`config.mk`:
```
export PLATFORM = sky130hd
export DESIGN_NAME = apc_cfg
export DESIGN_NICKNAME = d
export VERILOG_FILES = /design/src/design/apc_pkg.sv /design/src/design/apc_cfg.sv
export SDC_FILE = /design/constraint.sdc
export NUM_CORES = 1
export LEC_CHECK = 0
export ABC_AREA = 1
export ABC_CLOCK_PERIOD_IN_PS = 1850
export BUFFER_PORTS_ARGS = -buffer_cell sky130_fd_sc_hd__buf_2
export CAP_MARGIN = 10
export CORE_UTILIZATION = 36
export DETAILED_ROUTE_END_ITERATION = 6
export PLACE_DENSITY_LB_ADDON = 0.08
export SYNTH_ARGS = -nofsm -noshare
export SYNTH_HDL_FRONTEND = slang
export SYNTH_SLANG_ARGS = --single-unit
```
`constraint.sdc`:
```
create_clock -name clk -period 1.85 [get_ports clk]
set_clock_uncertainty 0.2 [all_clocks]
set_input_delay 0.2775 -clock clk [delete_from_list [all_inputs] [get_ports clk]]
set_output_delay 0.2775 -clock clk [all_outputs]
set_load 0.005 [all_outputs]
```
`src/design/apc_pkg.sv`:
```
// apc_pkg: shared constants, codes, FSM state and control/status structs
// for the AUC placement counter. No dependencies.
package apc_pkg;

  // Geometry of the reference store
  localparam int MAX_REF     = 1024;
  localparam int MAX_MARKERS = 8;

  // Field widths
  localparam int MARKER_W = $clog2(MAX_MARKERS);
  localparam int SLOT_W   = $clog2(MAX_REF);
  localparam int SCORE_W  = 32;
  localparam int CNT_W    = 11;
  localparam int SUM_W    = 12;
  localparam int ADDR_W   = MARKER_W + SLOT_W;
  localparam int MEM_DEPTH = MAX_MARKERS * MAX_REF;

  // APB port
  localparam int PADDR_W = 3;
  localparam int PDATA_W = 32;

  // Item commands
  localparam logic CMD_LOAD  = 1'b0;
  localparam logic CMD_QUERY = 1'b1;

  // Register index (paddr[2])
  localparam logic REG_DIRECTION = 1'b0;
  localparam logic REG_REF_COUNT = 1'b1;

  // Controller states
  typedef enum logic [1:0] {
    ST_IDLE,
    ST_RUN,
    ST_DRAIN,
    ST_FINISH
  } apc_state_t;

  // Controller -> datapath
  typedef struct packed {
    logic wr;     // store a reference beat
    logic start;  // latch a query beat
    logic issue;  // read next reference
    logic push;   // load output register
  } apc_cmd_t;

  // Datapath -> controller
  typedef struct packed {
    logic n_zero;
    logic last_issue;
    logic out_free;
  } apc_stat_t;

endpackage

```
`src/design/apc_cfg.sv`:
```
// apc_cfg: APB register block holding direction_greater and ref_count.
// Depends on apc_pkg.
module apc_cfg (
  input  logic                          clk,
  input  logic                          rst_n,
  input  logic                          psel,
  input  logic                          penable,
  input  logic                          pwrite,
  input  logic [apc_pkg::PADDR_W-1:0]   paddr,
  input  logic [apc_pkg::PDATA_W-1:0]   pwdata,
  output logic [apc_pkg::PDATA_W-1:0]   prdata,
  output logic                          pready,
  output logic                          direction,
  output logic [apc_pkg::CNT_W-1:0]     ref_count
);

  logic                        direction_r;
  logic [apc_pkg::CNT_W-1:0]   ref_count_r;
  logic                        wr_en;

  assign pready = 1'b1;
  assign wr_en  = psel && penable && pwrite;

  // register writes
  always_ff @(posedge clk) begin
    if (!rst_n) begin
      direction_r <= 1'b0;
      ref_count_r <= apc_pkg::CNT_W'(1);
    end else if (wr_en) begin
      case (paddr[2])
        apc_pkg::REG_DIRECTION: direction_r <= pwdata[0];
        apc_pkg::REG_REF_COUNT: ref_count_r <= pwdata[apc_pkg::CNT_W-1:0];
        default: ;
      endcase
    end
  end

  // read mux
  always_comb begin
    case (paddr[2])
      apc_pkg::REG_DIRECTION: prdata = apc_pkg::PDATA_W'(direction_r);
      apc_pkg::REG_REF_COUNT: prdata = apc_pkg::PDATA_W'(ref_count_r);
      default:                prdata = '0;
    endcase
  end

  assign direction = direction_r;
  assign ref_count = ref_count_r;

endmodule

```
### After elaboration in Yosys (flattened, before gate mapping)

Index checks and enable logic that the tools add are counted.

* mux-type cells: 1
* bitwise operators: 1
* reductions and logical operators: 4

Operators by type and width (count)
* one-hot mux 32 bit (2 select lines): 1
* AND reduction 2 bit: 2
* logical AND 1 bit: 2
* inverter 1 bit: 1

* output and inout port bits: 45
* input bits: 40
* register bits: 12

### Logic depth before layout (Yosys ltp)

* depth after elaboration: 3
* mapped depth: 6
* mapped depth without buffers: 5

### Worst setup path before layout

No wires, ideal clock.

* path type: input-to-reg
* start: in psel
* end: reg direction_r, in the netlist direction
* buffers on the path: 1
* required time: 1.535 ns
* setup time: 0.115 ns
* stages on the path: 6
* setup slack: 0.772 ns
* arrival time: 0.763 ns
* cell sequence: nand2_1 nor2_1 buf_4 nand3_1 nand2_1 nor2_1

* longest elaborated chain between the ends: 3

RTL lines
* from (decl): line apc_cfg.sv:6 `input logic psel,`
* logical AND 1 bit (2 in a row): line apc_cfg.sv:22 `assign wr_en = psel && penable && pwrite;`
* AND reduction 2 bit (no line)
* to (signal assigned): line apc_cfg.sv:31 `apc_pkg::REG_DIRECTION: direction_r <= pwdata[0];`
* to (decl): line apc_cfg.sv:17 `logic direction_r;`

No other way between the ends.
A chain may end at the register's enable or synchronous reset.

### Worst setup path after layout

* start: in paddr[2] in the netlist's numbering
* end: out prdata[10] in the netlist's numbering

* longest elaborated chain between the ends: 2

RTL lines
* from (decl): line apc_cfg.sv:9 `input logic [apc_pkg::PADDR_W-1:0] paddr,`
* inverter 1 bit (no line)
* one-hot mux 32 bit (2 select lines) *: line apc_cfg.sv:40 `case (paddr[2])`
* to (decl): line apc_cfg.sv:11 `output logic [apc_pkg::PDATA_W-1:0] prdata,`

Every way passes the cells marked *; elsewhere a longest branch is shown, timed or not. The select of a mux whose other input is x is not followed.

==> metrics.md <==
| Metric | Value |
|---|---|
| Result of the run | `complete, no violations` |
| Arrival time at the worst endpoint | `0.90 ns` |
| Post-Route Setup TNS | `0 ns` |
| Clock-pin transition on the worst setup and hold timing paths | `0.07 ns` |
| Post-CTS setup buffer count | `0` |
| Critical Path Start Type | `primary input` |
| Worst hold-check path type | `primary input to flip-flop` |
| Detail Placement HPWL | `1.13 mm` |
| Time the worst path needs with I/O delays and setup | `1.37 ns` |
| Number of diodes added for antenna fixing | `0` |
| Instance count after placement with tap cells included | `189` |
| Row cnt | `16` |
| GRT overflow | `0` |
| Category of the most critical setup path | `primary input to primary output` |
| First-pass GRT wire length | `2.63 mm` |
| Detailed-route DRC error count | `0` |
| Maximum clock insertion buffer count | `2` |
| Number of different library cells in the post-synthesis netlist | `13` |
| Placed Area | `915 um^2` |
| Total number of vias | `757` |
| TritonCTS Buffers | `3` |
| Register-to-register setup slack | `1.07 ns` |
| Clock latency of the later-clocked register in the worst-skew pair | `0.27 ns` |
| Unrepaired setup endpoints after global routing | `no` |
| Initial antenna violation count | `0` |
| Proportion of layout cells with a drive suffix above 1 | `28.3%` |
| Clock H-tree levels | `1` |
| Worst path required time | `1.37 ns` |
| Mean post-synth cell area | `6.17 um^2` |
| Starting density of the core | `39.4%` |
| Setup WS post-layout | `0.476 ns` |
| Cell count after synthesis | `128` |
| Largest net degree at the start of global routing | `15` |
| Endpoint of the most critical register-to-register path | `direction$_SDFFE_PN0P_` |
| Final net count | `207` |
| Remaining antenna violation count after routing | `0` |
| Sort of element at the end of the critical path | `primary output` |
| Worst Min Path Start | `pwdata[0]` |
| Vias in the first global route | `628` |
| Die Ht | `48.8 um` |
| Power consumption | `0.574 mW` |
| Per-cell routed wire length | `7.80 um` |
| Endpoint, Worst Hold | `ref_count[0]$_SDFFE_PN1P_` |
| Clock tree from TritonCTS | `built` |
| Setup violators final | `0` |
| Final Hold Viols | `0` |
| DRC marker count from the first detailed-route iteration | `6` |
| Number of buffer cells added on primary ports | `39` |
| Peak Freq | `728 MHz` |
| Worst Hold Depth | `3` |
| Worst flop-to-flop path startpoint | `direction$_SDFFE_PN0P_` |
| Last weighted congestion value of the routability-driven placer | `0.741` |
| Post-detailed-routing wire length | `1.51 mm` |
| Worst ir drop on vdd | `0.464 mV` |
| Final number of max-transition violations | `0` |
| Cts-stage hold buffer count | `0` |
| Number of synthesized register bits | `12` |
| Area inside the core boundary | `2000 um^2` |
| Maximum fanout along the worst path | `14` |
| Width of the chip | `48.8 um` |
| CTS Root Cell | `clkbuf_4` |
| Proportion of synthesized chip area in sequential cells | `30.4%` |
| Number of standard cells in the layout, taps in and fillers out | `193` |
| Areal power density over the cells | `604 nW/um^2` |
| Count of instances resized after the clock tree is built | `0` |
| DIE AREA | `2380 um^2` |
| Synthesis-to-finish area growth | `20.4%` |
| Cell depth of the worst flop-to-flop path | `2` |
| Io pins | `85` |
| GRT Total Usage | `14.5%` |
| Netlist Area Pre-Place | `790 um^2` |
| Synth warn | `0` |
| Part of the cycle the worst path needs | `74.3%` |
| Static Leakage | `0.651 nW` |
| Layout Cell Area excl Fill | `951 um^2` |
| Sinks on Clock Net | `12` |
| Fill count | `245` |
| Worst slack at placement | `0.441 ns` |
| Post-DR vias/cell | `3.92` |
| Max-cap violations | `0` |
| Length of the first detailed-routing pass in iterations | `3` |
-- cell usage after synthesis --
library cell	number	area [um^2]
conb_1	2	7.51
nor2_2	1	6.26
dfxtp_1	12	240
a21oi_1	1	5.00
buf_4	24	180
buf_2	2	10.0
nand3_1	13	65.1
nor2_1	22	82.6
nand2_1	26	97.6
inv_2	1	3.75
clkbuf_1	1	3.75
inv_1	22	82.6
o21ai_0	1	5.00
-- logic make-up after synthesis --
group | synth area share (%)
AO/OA/AOI/OAI | 1.27
flip-flops | 30.4
buffers and inverters | 35.5
other | 0.951
AND/OR/NAND/NOR | 31.9
-- worst max path at each step --
| stage | start | endpoint | depth (start not counted) |
|---|---|---|---|
| 5_1_grt | paddr[2] | prdata[2] | 5 |
| 3_5_place_dp | paddr[2] | ref_count[6]$_SDFFE_PN0P_ | 5 |
| 3_3_place_gp | paddr[2] | ref_count[0]$_SDFFE_PN1P_ | 5 |
| 6_report | paddr[2] | prdata[10] | 5 |
| 4_1_cts | paddr[2] | prdata[10] | 5 |
| 2_1_floorplan | psel | direction$_SDFFE_PN0P_ | 6 |
-- metrics by stage --
stage / util, % / hold WS [ns]
floorplan: - / 0.198
global placement: 45.7 / 0.282
detailed placement: 45.7 / 0.289
CTS: 47.5 / 0.0184
global route: 47.5 / 0.0343
finish: 47.5 / 0.0277
-- where the power goes --
group / internal, mW / switching (mW)
Sequential: 0.267 / 0.00597
Clock: 0.120 / 0.0886
Combinational: 0.0382 / 0.0544
Total: 0.425 / 0.149
-- cell type report --
| type | instances | area, um^2 | share of cell area [%] |
|---|---|---|---|
| clock buffers | 4 | 36.3 | 3.82 |
| multi-input cells | 86 | 344 | 36.2 |
| well taps | 27 | 33.8 | 3.55 |
| repair buffers | 41 | 210 | 22.1 |
| flip-flops and latches | 12 | 240 | 25.3 |
| inverters | 23 | 86.3 | 9.08 |
-- metal layers --
layer | share of wire (%) | global-route usage [%]
met5 | 0 | 0
met3 | 8.0 | 4.98
met2 | 49 | 26.2
met1 | 41 | 14.5
met4 | 1.8 | 7.35
-- critical path: stages --
cell,delay (ns)
buf_2,0.18
buf_4,0.22
nand2_1,0.07
inv_1,0.04
buf_2,0.10
-- placed cells by master (no fill, tap or decap) --
cell and n:
clkbuf_4 3, a21oi_1 1, clkbuf_8 1, nor2_2 1, nand3_1 13, nand2_1 26
conb_1 22, o21ai_0 1, nor2_1 22, inv_2 1, inv_1 22, buf_2 39
dfxtp_1 12, buf_4 2
-- state kept, by name, indices dropped and copies added, names as in the netlist --
signal / count
ref_count: 11
direction: 1
(Power assumes the default switching activity.)
