`src/design/apc_pkg.sv`:
```
// apc_pkg: shared constants, codes, FSM state and control/status structs
// for the AUC placement counter. No dependencies.
package apc_pkg;

  // Geometry of the reference store
  localparam int MAX_REF     = 1024;
  localparam int MAX_MARKERS = 8;

  // Field widths
  localparam int MARKER_W = $clog2(MAX_MARKERS);
  localparam int SLOT_W   = $clog2(MAX_REF);
  localparam int SCORE_W  = 32;
  localparam int CNT_W    = 11;
  localparam int SUM_W    = 12;
  localparam int ADDR_W   = MARKER_W + SLOT_W;
  localparam int MEM_DEPTH = MAX_MARKERS * MAX_REF;

  // APB port
  localparam int PADDR_W = 3;
  localparam int PDATA_W = 32;

  // Item commands
  localparam logic CMD_LOAD  = 1'b0;
  localparam logic CMD_QUERY = 1'b1;

  // Register index (paddr[2])
  localparam logic REG_DIRECTION = 1'b0;
  localparam logic REG_REF_COUNT = 1'b1;

  // Controller states
  typedef enum logic [1:0] {
    ST_IDLE,
    ST_RUN,
    ST_DRAIN,
    ST_FINISH
  } apc_state_t;

  // Controller -> datapath
  typedef struct packed {
    logic wr;     // store a reference beat
    logic start;  // latch a query beat
    logic issue;  // read next reference
    logic push;   // load output register
  } apc_cmd_t;

  // Datapath -> controller
  typedef struct packed {
    logic n_zero;
    logic last_issue;
    logic out_free;
  } apc_stat_t;

endpackage

```
`src/design/apc_ctrl.sv`:
```
// apc_ctrl: controller FSM sequencing loads, reference reads and result push.
// Depends on apc_pkg.
module apc_ctrl (
  input  logic                clk,
  input  logic                rst_n,
  input  logic                in_valid,
  input  logic                in_cmd,
  input  apc_pkg::apc_stat_t  stat,
  output logic                in_ready,
  output apc_pkg::apc_cmd_t   cmd
);

  apc_pkg::apc_state_t state_r, state_nxt;

  // state register
  always_ff @(posedge clk) begin
    if (!rst_n) state_r <= apc_pkg::ST_IDLE;
    else        state_r <= state_nxt;
  end

  // next state and commands
  always_comb begin
    state_nxt = state_r;
    in_ready  = 1'b0;
    cmd       = '0;
    case (state_r)
      apc_pkg::ST_IDLE: begin
        in_ready = 1'b1;
        if (in_valid) begin
          if (in_cmd == apc_pkg::CMD_QUERY) begin
            cmd.start = 1'b1;
            state_nxt = apc_pkg::ST_RUN;
          end else begin
            cmd.wr = 1'b1;
          end
        end
      end
      apc_pkg::ST_RUN: begin
        if (stat.n_zero) begin
          state_nxt = apc_pkg::ST_FINISH;
        end else begin
          cmd.issue = 1'b1;
          if (stat.last_issue) state_nxt = apc_pkg::ST_DRAIN;
        end
      end
      // last compare lands in the accumulator
      apc_pkg::ST_DRAIN: state_nxt = apc_pkg::ST_FINISH;
      apc_pkg::ST_FINISH: begin
        if (stat.out_free) begin
          cmd.push  = 1'b1;
          state_nxt = apc_pkg::ST_IDLE;
        end
      end
      default: state_nxt = apc_pkg::ST_IDLE;
    endcase
  end

  a_query_starts_run: assert property (@(posedge clk) disable iff (!rst_n)
    in_valid && in_ready && (in_cmd == apc_pkg::CMD_QUERY) |=> state_r == apc_pkg::ST_RUN)
    else $error("query beat did not start a run");

  a_load_stays_idle: assert property (@(posedge clk) disable iff (!rst_n)
    cmd.wr |=> state_r == apc_pkg::ST_IDLE)
    else $error("load beat left idle");

endmodule

```
`config.mk`:
```
export PLATFORM = sky130hd
export DESIGN_NAME = apc_ctrl
export DESIGN_NICKNAME = d
export VERILOG_FILES = /design/src/design/apc_pkg.sv /design/src/design/apc_ctrl.sv
export SDC_FILE = /design/constraint.sdc
export NUM_CORES = 1
export LEC_CHECK = 0
export ABC_AREA = 0
export BUFFER_PORTS_ARGS = -buffer_cell sky130_fd_sc_hd__buf_2
export CORE_AREA = 5 5 42 44
export CTS_CLUSTER_DIAMETER = 60
export DETAILED_ROUTE_END_ITERATION = 12
export DIE_AREA = 0 0 47 49
export PLACE_DENSITY_LB_ADDON = 0.2
export SLEW_MARGIN = 15
export SYNTH_ARGS = -nofsm -noshare
export SYNTH_HDL_FRONTEND = slang
export SYNTH_SLANG_ARGS = --single-unit
```
`constraint.sdc`:
```
create_clock -name clk -period 1.7 [get_ports clk]
set_input_delay 0.085 -clock clk [delete_from_list [all_inputs] [get_ports clk]]
set_output_delay 0.085 -clock clk [all_outputs]
set_load 0.02 [all_outputs]
```
==> After elaboration in Yosys (flattened, before gate mapping) <==
Cells that the tools add are included.
{ "totals": {"register_bits": 2, "input_bits": 7, "output_inout_bits": 5, "wordCells": 25} }
{ "op_classes": {"eq_ne": 7, "n_mux": 15, "reduce_logical": 2} }
{ "op_table": {"columns": ["operator", "n"], "rows": [
  ["2-bit 2-to-1 mux", 7],
  ["2-bit case mux with 4 select lines", 1],
  ["1-bit 2-to-1 mux", 7],
  ["2-bit inequality test, second input constant", 3],
  ["2-bit equality test, second input constant", 2],
  ["4-bit AND reduction", 1],
  ["3-bit inequality test, second input constant", 1],
  ["2-bit by 1-bit equality test with 1-bit output, second input constant", 1],
  ["2-bit logical NOT", 1]
]} }

==> Depth between registers and ports, before layout <==
Gate-level depths: netlist of the first run.
{ "depth": {"ltp_word": 3, "ltp_mapped": 5, "depth_no_buf": 5} }

==> Least setup slack after synthesis of the first run <==
No wires, ideal clock.
{ "synth_path": {"path_type": "reg2reg", "from": "reg state_r[1]", "to": "reg state_r[0]", "setup_time_ns": 0.072, "t_arrival_ns": 1.370, "required_ns": 1.628, "path_slack_ns": 0.259, "stages_incl_launch_ff": 6, "path_buffers": 0, "synth_period_minus_slack_ns": 1.441, "path_cell_list": "dfxtp_1 -> inv_1 -> ha_1 -> nor2b_4 -> a222oi_1 -> mux2i_1"} }
{ "synth_via": {"elab_chain_len": 3, "elab_cells_between_ends": 10, "classes_between": "7 x eq/ne; 1 x mux; 2 x reduce/logical"} }
{ "synth_lines": {"columns": ["item", "line", "source"], "rows": [
  ["start, declared", "apc_ctrl.sv:13", "apc_pkg::apc_state_t state_r, state_nxt;"],
  ["start signal, assigned", "apc_ctrl.sv:17", "if (!rst_n) state_r <= apc_pkg::ST_IDLE;"],
  ["start signal, assigned", "apc_ctrl.sv:18", "else state_r <= state_nxt;"],
  ["2-bit by 1-bit equality test with 1-bit output (tied with other cells)", "apc_ctrl.sv:26", "case (state_r)"],
  ["3-bit inequality test (no line) or 2-bit inequality test (tied branches)", null, null],
  ["4-bit AND reduction (no line)", null, null]
]} }
Parallel ways exist; a longest one is shown, timed or not.
A chain may end at the register's enable or synchronous reset.

==> Worst setup path after layout of the first run <==
Same ends and word-level chain as after synthesis.

==> results.ini, run 1 <==
[grt]
grt_pass1_vias = 177
grt_max_degree = 7
grtUsageTotal = 0.0443
antenna_found_initial = 0
grt_pass1_wl_um = 690
grtUsageMet3 = 0.0332
gr-total-overflow = 0
grtUsageMet1 = 0.0591
grt_util_met2 = 0.0475
top_usage_layer = met1

[layout]
insertedDiodeCount = 0
syn2layout_area_growth_pct = 54.5
reg_top3 = state_r: 2 flops
top_register = state_r
final_cell_mix = buf_2 (11), nand2_1 (5), inv_1 (4)
fill_cells = 159
final_cell_area_um2 = 298
stdcell_count = 55
final_nets = 51
largest_reg_flops = 2
layout_commonest_cell = buf_2
drive_gt1_frac = 0.436

[sta]
maxSlewViolCount = 0
worstMarginPinSlew_ns = 0.297
fmax_mhz = 671
clock_skew_ns = 0.00414
min_period_ns = 1.49
setup_tns_ns = 0
min_period_over_period = 0.877
setup_violations = 0
grt_setup_unrepaired = false
hold_violations = 0
max-slew-margin-rel = 0.802
timing.hold.ws_ns = 0.151

[power]
p_leak_nw = 0.170
max-vdd-ir-drop_mv = 0.554
power_density_nw_per_um2 = 1650

[setup_path]
rr_endpoint = state_r[0]$_SDFFE_PN0P_
required_ns = 1.85
critPathCaptureType = register
crit_path_start = state_r[1]$_SDFFE_PN0P_
path_class = register to register
cp_slowest_cell = dfxtp_1
cp-start-kind = register
crit_end = state_r[0]$_SDFFE_PN0P_
cp_num_buf_inv = 2
reg2reg_depth = 6
crit_path_max_fanout = 4
critical_path_depth = 6
cp_top_family = flip-flops
cp.arrival_ns = 1.64
r2r-start = state_r[1]$_SDFFE_PN0P_
slowest_delay_ns = 0.36
regToRegSetupSlack_ns = 0.21
worstPathCellList = inv_1, ha_1, nor2b_4, a222oi_1, buf_4, mux2i_1

[synthesis]
ys_types = 13
synth_seq_cells = 2
synth_area_um2 = 193
synth-seq-area-share = 0.208
syn_nets = 34
synth_cells = 24
ys.warnings.count = 0
avgSynthCellArea_um2 = 8.03

[clocking]
cts_buffers = 3
clk_latency_ns = 0.22
ctsLongestPathBuffers = 2
cts_setup_buffers = 0
cts_root_buf = clkbuf_4
cts.sinks = 2
cts_tree = built
hold_buffers = 0
clkTransAtPathRegs_ns = 0.03
cts.repair.resized = 0
htree_levels = 1

[routing]
dr.pass1.iters = 4
drc = 0
vias = 200
viasPerCell = 3.64
ant_nets = 0
drtIter0Drc = 4
wl_um = 450
drt-wirelength-per-cell_um = 8.18

[die]
die_w_um = 47
die_y_um = 49
initial_core_util = 0.138
core_area_um2 = 1400
io_pins = 12
rows = 14
die-area_um2 = 2300

[job]
maxCapViolCount = 0

[placed_design]
port_buffers = 11
dp_cells = 52
gp_congestion = 0.690
placed_cell_area_um2 = 275
dpl.hpwl_um = 352

[hold_path]
hold_path_class = input pin to register
hold_start = rst_n

[status]
outcome = finished, final reports clean

[report_power, final]
| group | total [W] | internal [W] | switching [W] |
|---|---|---|---|
| Sequential | 0.0000974 | 0.0000704 | 0.0000269 |
| Combinational | 0.000288 | 0.000137 | 0.000151 |
| Clock | 0.000105 | 0.0000779 | 0.0000275 |
| Total | 0.000491 | 0.000286 | 0.000205 |
[worst min-delay path: cells and delay by family]
kind,cells,cell delay [ns]
buf+inv,1,0.12
mux,1,0.05
simple gates,1,0.06
[worst min path at each step]
stage	end	cells after the start
after floorplan	cmd[1]	1
after global placement	state_r[1]$_SDFFE_PN0P_	3
after detailed placement	state_r[1]$_SDFFE_PN0P_	3
after CTS	state_r[1]$_SDFFE_PN0P_	3
after global routing	state_r[1]$_SDFFE_PN0P_	3
final	state_r[1]$_SDFFE_PN0P_	3
[cells by family (layout without fill, tap and decap cells)]
group	after synthesis	after routing	synth area share
compound gates	2	2	0.0909
fa+ha+maj	3	3	0.195
flops	2	2	0.208
buf+inv	4	19	0.0779
simple gates	11	11	0.325
mux	2	2	0.104
[per-layer routing]
layer / routed length, µm / share of wire / vias up
met2: 124 / 0.28 / 12
met5: 0 / 0 / -
li1: - / - / 109
met4: 0 / 0 / 0
met3: 95 / 0.21 / 0
met1: 230 / 0.51 / 79
[synth_stat cells]
cell type  n  area, µm²
a222oi_1   1       10.0
and2_1     1       6.26
and3_1     1       6.26
and3_2     1       7.51
dfxtp_1    2       40.0
ha_1       3       37.5
inv_1      4       15.0
mux2i_1    2       20.0
nand2_1    5       18.8
nor2_1     1       3.75
nor2b_1    1       6.26
nor2b_4    1       13.8
o31ai_1    1       7.51
[area by class of cell]
class / instances / area, µm² / share of cell area
tap: 16 / 20.0 / 0.0672
inverter: 4 / 15.0 / 0.0504
clock buffer: 3 / 22.5 / 0.0756
timing repair buffer: 12 / 62.6 / 0.210
sequential: 2 / 40.0 / 0.134
multi-input combinational: 18 / 138 / 0.462
[stage by stage]
step | utilization | worst slack, ns | power (W)
4_1_cts | 0.213 | 0.181 | 0.000504
3_5_place_dp | 0.196 | 0.198 | 0.000391
6_report | 0.213 | 0.210 | 0.000491
2_1_floorplan | - | 0.259 | 0.000298
5_1_grt | 0.213 | 0.0722 | 0.000550
3_3_place_gp | 0.196 | 0.209 | 0.000404
No activity file was read; power rests on OpenSTA's default activity.
==> inputs of run 2 (changes only) <==
--- a/config.mk
+++ b/config.mk
@@ -5,7 +5,7 @@
 export SDC_FILE = /design/constraint.sdc
 export NUM_CORES = 1
 export LEC_CHECK = 0
-export ABC_AREA = 0
+export ABC_AREA = 1
 export BUFFER_PORTS_ARGS = -buffer_cell sky130_fd_sc_hd__buf_2
 export CORE_AREA = 5 5 42 44
 export CTS_CLUSTER_DIAMETER = 60
==> run 2 against run 1 <==
Combinational power is 5% lower. Synthesized cell count is 38% higher. Die area stayed put. First-iteration DRC count is 100% lower. Clock skew is 0.0029 ns lower. Non-clock buffer count is 1 lower. Largest power group unchanged. Highest routed layer unchanged. Final area is 2.1% lower. Cell count is 15% higher.
==> results.ini, run 2 <==
[synthesis]
ys.warnings.count = 0  ; unchanged
synth_compound_area_frac = 0  ; -0.0909
yosys.area.top_type = dfxtp_1
synthAdderAreaFrac = 0.194  ; -0.00126
synth_top_family_by_area = simple AND/OR/NAND/NOR gates
synth_edf_count = 0  ; unchanged
ys_async_sr_fraction = 0  ; unchanged
synth_area_leaders = dfxtp_1 (21%), ha_1 (19%), nand2_1 (19%)
synth-simple-area-share = 0.484  ; +0.159
synth-seq-area-share = 0.206  ; -0.00134
synth_xor_xnor_area_share = 0  ; unchanged
syn_nets = 43  ; +26%
synth_area_um2 = 194  ; +0.65%
synth_top_area_share = 0.206  ; -0.00134
muxShareOfSynthArea = 0  ; -0.104
synth_ff_type = dfxtp_1
synth.top_cells.by_count = nand2_1 (10), nor2_1 (8), inv_1 (6)
yosys.cell_count.top_type = nand2_1
ys_types = 8  ; -5
synth_cells = 33  ; +38%
avgSynthCellArea_um2 = 5.88  ; -27%
synth_seq_cells = 2  ; unchanged

[die]
io_pins = 12  ; unchanged
die_w_um = 47  ; unchanged
die-area_um2 = 2300  ; unchanged
initial_core_util = 0.138  ; +0.000893
core_area_um2 = 1400  ; unchanged
rows = 14  ; unchanged
die_y_um = 49  ; unchanged

[setup_path]
crit_path_max_fanout = 4  ; unchanged
regToRegSetupSlack_ns = 0.56  ; +0.35 ns
critPathCaptureType = output pin
cp-start-kind = register
reg2reg_depth = 6  ; unchanged
crit_path_start = state_r[0]$_SDFFE_PN0P_
rr_endpoint = state_r[0]$_SDFFE_PN0P_
r2r-start = state_r[0]$_SDFFE_PN0P_
cp.arrival_ns = 1.20  ; -0.44 ns
crit_end = cmd[2]
required_ns = 1.62  ; -0.23 ns
path_class = register to output pin

[layout]
reg_top3 = state_r: 2 flops
largest_reg_flops = 2  ; unchanged
fill_cells = 174  ; +9.4%
multi_input_area_um2 = 131  ; -4.5%
final_nets = 59  ; +16%
layout_commonest_cell = buf_2
final_cell_mix = buf_2 (11), nand2_1 (10), nor2_1 (8)
drive_gt1_frac = 0.340  ; -0.0955
insertedDiodeCount = 0  ; unchanged
syn2layout_area_growth_pct = 50.3
top_register = state_r
seq_area_um2 = 40.0  ; unchanged

[grt]
grtUsageTotal = 0.0527  ; +0.00844
grt_pass1_wl_um = 869  ; +26%
grt_max_degree = 5  ; -2
grt_pass1_vias = 238  ; +34%
gr-total-overflow = 0  ; unchanged
antenna_found_initial = 0  ; unchanged

[hold_path]
hold_start = rst_n
hold_path_class = input pin to register
hold_depth = 3  ; unchanged

[sta]
maxSlewViolCount = 0  ; unchanged
min_period_over_period = 0.758  ; -0.119
worstMarginPinSlew_ns = 0.135  ; -0.162 ns
fin_ws_ns = 0.412  ; +0.202 ns
clock_skew_ns = 0.00121  ; -0.00293 ns
fmax_mhz = 776  ; +16%
min_period_ns = 1.29  ; -0.202 ns
setup_violations = 0  ; unchanged
setup_tns_ns = 0  ; unchanged
max-slew-margin-rel = 0.910  ; +0.108
grt_setup_unrepaired = false
hold_violations = 0  ; unchanged

[clocking]
cts_setup_buffers = 0  ; unchanged
cts.sinks = 2  ; unchanged
hold_buffers = 0  ; unchanged
clk_latency_ns = 0.22  ; about the same
htree_levels = 1  ; unchanged
cts_buffers = 3  ; unchanged
cts_tree = built
ctsLongestPathBuffers = 2  ; unchanged
cts.repair.resized = 0  ; unchanged
cts_root_buf = clkbuf_4
clkTransAtPathRegs_ns = 0.03  ; about the same

[status]
outcome = finished, final reports clean

[routing]
viasPerCell = 3.51  ; -3.5%
dr.pass1.iters = 1  ; -3
vias = 221  ; +11%
ant_nets = 0  ; unchanged
drc = 0  ; unchanged
drtIter0Drc = 0  ; -4
drt-wirelength-per-cell_um = 7.25  ; -11%
wl_um = 457  ; +1.6%

[power]
finalPower_w = 0.000464  ; -5.5%
p_leak_nw = 0.182  ; +6.9%
power_density_nw_per_um2 = 1590  ; -3.5%
max-vdd-ir-drop_mv = 0.418  ; -25%

[placed_design]
gp_congestion = 0.657  ; -4.8%
port_buffers = 11  ; unchanged
dp_worst_setup_slack_ns = 0.543  ; +0.345 ns
dpl.hpwl_um = 387  ; +9.8%

[job]
maxCapViolCount = 0  ; unchanged

run 2: changes by cell type after synthesis, moves of 2 or more:
cell / previous run / this run
nand2_1: 5 / 10
inv_1: 4 / 6
mux2i_1: 2 / 0
nor2_1: 1 / 8
nand3_1: 0 / 2
run 2: report_power, final:
part	switching, W	total (W)	internal (W)
logic	0.000172	0.000274	0.000103
registers	0.0000178	0.0000865	0.0000687
clock network	0.0000254	0.000103	0.0000777
total	0.000215	0.000464	0.000249
run 2: worst max-delay path, stage by stage, from the launching register on:
cell	delay [ns]
dfxtp_1	0.32
inv_1	0.11
ha_1	0.22
inv_1	0.07
nor2_1	0.10
buf_2	0.16
run 2: cell families after synthesis:
group / after synthesis
simple gates: 22
flops: 2
buf+inv: 6
fa+ha+maj: 3
run 2: final cells by class:
class / instances / share of cell area
multi-input cells: 25 / 0.451
repair buffers: 11 / 0.189
flip-flops and latches: 2 / 0.137
clock buffers: 3 / 0.0773
inverters: 6 / 0.0773
well taps: 16 / 0.0687
run 2: per-stage QoR:
stage               instance area [µm²]  utilization  hold slack, ns  std cells
floorplan                           194            -           0.205         33
global placement                    269        0.192           0.330         60
detailed placement                  269        0.192           0.330         60
CTS                                 292        0.208          0.0909         63
global route                        292        0.208           0.131         63
finish                              292        0.208          0.0976         63
run 2: layer usage:
layer	global-route usage	part of all wire	up-vias	routed length, µm
li1	-	-	127	-
met1	0.0591	0.41	89	188
met2	0.0747	0.51	5	232
met3	0.0221	0.079	0	36
met4	0.0415	0	0	0
met5	0	0	-	0
run 2: worst min-delay path by stage:
stage / endpoint / slack [ns]
after floorplan: state_r[0]$_SDFFE_PN0P_ / 0.21
after global placement: state_r[0]$_SDFFE_PN0P_ / 0.33
after detailed placement: state_r[1]$_SDFFE_PN0P_ / 0.33
after CTS: state_r[1]$_SDFFE_PN0P_ / 0.09
after global routing: state_r[0]$_SDFFE_PN0P_ / 0.13
final: state_r[1]$_SDFFE_PN0P_ / 0.1
==> inputs of run 3 (changes only) <==
==> constraint.sdc (replaced) <==
create_clock -name clk -period 1.3 [get_ports clk]
set_input_delay 0.065 -clock clk [delete_from_list [all_inputs] [get_ports clk]]
set_output_delay 0.065 -clock clk [all_outputs]
set_load 0.02 [all_outputs]
==> run 3 against run 2 <==
Final area rose by 5.2%. Critical path depth stayed put. Core utilization increased by 1.1 points. Wire length is 3.7% higher. Sequential power grew 38%.
==> results.ini, run 3 (synthesis results as in run 2) <==
[die]
die_w_um = 47  ; unchanged
io_pins = 12  ; unchanged
initial_core_util = 0.138  ; unchanged
die-area_um2 = 2300  ; unchanged
core_area_um2 = 1400  ; unchanged
rows = 14  ; unchanged
die_y_um = 49  ; unchanged

[setup_path]
cp_top_family = flip-flops
slowest_delay_ns = 0.38  ; +0.06 ns
regToRegSetupSlack_ns = 0.25  ; -0.31 ns
crit_path_max_fanout = 4  ; unchanged
cp.arrival_ns = 1.12  ; -0.08 ns
worstPathCellList = inv_2, ha_4, inv_1, nor2_1, buf_2
critPathCaptureType = output pin
cp_slowest_cell = dfxtp_1
path_class = register to output pin
required_ns = 1.24  ; -0.38 ns
cp-start-kind = register
cp_num_buf_inv = 3  ; unchanged

[routing]
wl_um = 474  ; +3.7%
met2_length_um = 246  ; +6.0%
ant_nets = 0  ; unchanged
drt-met1-wl_um = 179  ; -4.8%
drt-wirelength-per-cell_um = 7.52  ; +3.7%
vias = 230  ; +4.1%
highest_layer = met3
viasPerCell = 3.65  ; +4.1%
drc = 0  ; unchanged
dr.pass1.iters = 4  ; +3
wl_met3_um = 49  ; +36%
drtIter0Drc = 3  ; +3

[layout]
syn2layout_area_growth_pct = 58.1
seq_area_um2 = 40.0  ; unchanged
final_nets = 59  ; unchanged
drive_gt1_frac = 0.426  ; +0.0851
largest_reg_flops = 2  ; unchanged
fill_cells = 171  ; -1.7%
layout_commonest_cell = buf_2
final_cell_area_um2 = 307  ; +5.2%
final_cell_mix = buf_2 (11), nand2_1 (10), nor2_1 (8)
top_register = state_r
multi_input_area_um2 = 146  ; +11%
reg_top3 = state_r: 2 flops
insertedDiodeCount = 0  ; unchanged

[sta]
fmax_mhz = 847
clock_skew_ns = 0.00331  ; +0.00210 ns
setup_tns_ns = 0  ; unchanged
grt_setup_unrepaired = false
timing.hold.ws_ns = 0.0730  ; -0.0246 ns
min_period_over_period = 0.908
hold_violations = 0  ; unchanged
setup_violations = 0  ; unchanged
min_period_ns = 1.18
max-slew-margin-rel = 0.895  ; -0.0143
worstMarginPinSlew_ns = 0.157  ; +0.0215 ns
maxSlewViolCount = 0  ; unchanged

[clocking]
cts.sinks = 2  ; unchanged
ctsLongestPathBuffers = 2  ; unchanged
cts_root_buf = clkbuf_4
htree_levels = 1  ; unchanged
clkTransAtPathRegs_ns = 0.03  ; about the same
clk_latency_ns = 0.23  ; about the same
cts_buffers = 3  ; unchanged
cts_tree = built

[grt]
gr-total-overflow = 0  ; unchanged
grt_pass1_wl_um = 793  ; -8.7%
grt_pass1_vias = 214  ; -10%
grtUsageTotal = 0.0492  ; -0.00352
grt_max_degree = 5  ; unchanged
antenna_found_initial = 0  ; unchanged

[placed_design]
gp_congestion = 0.681  ; +3.8%
dpl.hpwl_um = 376  ; -2.7%
placed_cell_area_um2 = 269  ; unchanged
port_buffers = 11  ; unchanged

[status]
outcome = finished, final reports clean

[hold_path]
hold_path_class = input pin to register

[power]
max-vdd-ir-drop_mv = 0.578  ; +38%
power_density_nw_per_um2 = 2150  ; +35%
p_leak_nw = 0.181  ; -0.61%

[job]
maxCapViolCount = 0  ; unchanged

-- run 3: worst min-delay path: cells and delay by family --
kind                   cells  cell delay (ns)
AND/OR/NAND/NOR            2             0.08
buffers and inverters      1             0.10
-- run 3: report_power, final --
group	switching, W	total, W	internal, W	leakage [nW]
combinational	0.000238	0.000402	0.000164	0.151
sequential	0.0000296	0.000119	0.0000898	0.0166
clock	0.0000370	0.000139	0.000102	0.0138
total	0.000304	0.000660	0.000356	0.181
-- run 3: per-layer routing --
layer / vias to the layer above / global-route usage
li1: 127 / -
met4: 0 / 0.0415
met2: 7 / 0.0701
met1: 96 / 0.0503
met5: - / 0
met3: 0 / 0.0258
-- run 3: final cells by class --
type | count | area share
Timing Repair Buffer | 11 | 0.180
Sequential cell | 2 | 0.131
Tap cell | 16 | 0.0653
Clock buffer | 3 | 0.0735
Inverter | 6 | 0.0735
Multi-Input combinational cell | 25 | 0.478
-- run 3: metrics by stage --
step                      cells  power (W)  utilization  setup WS (ns)
final                        63   0.000660        0.219          0.120
after global routing         63   0.000743        0.219         0.0312
after CTS                    63   0.000625        0.208        0.00993
after detailed placement     60   0.000475        0.192          0.158
after global placement       60   0.000487        0.192          0.145
after floorplan              33   0.000391            -          0.114
-- run 3: final timing paths --
check                          startpoint                      end  cells after the start
hold / removal                      rst_n  state_r[0]$_SDFFE_PN0P_                      3
setup / recovery  state_r[0]$_SDFFE_PN0P_                   cmd[2]                      5
setup reg to reg  state_r[0]$_SDFFE_PN0P_  state_r[0]$_SDFFE_PN0P_                      6
hold reg to reg   state_r[1]$_SDFFE_PN0P_  state_r[1]$_SDFFE_PN0P_                      4
-- run 3: timing repair --
action,in CTS,in global routing
setup buffers,0,0
setup endpoints to repair,0,2
hold buffers,0,0
resized for setup,0,5
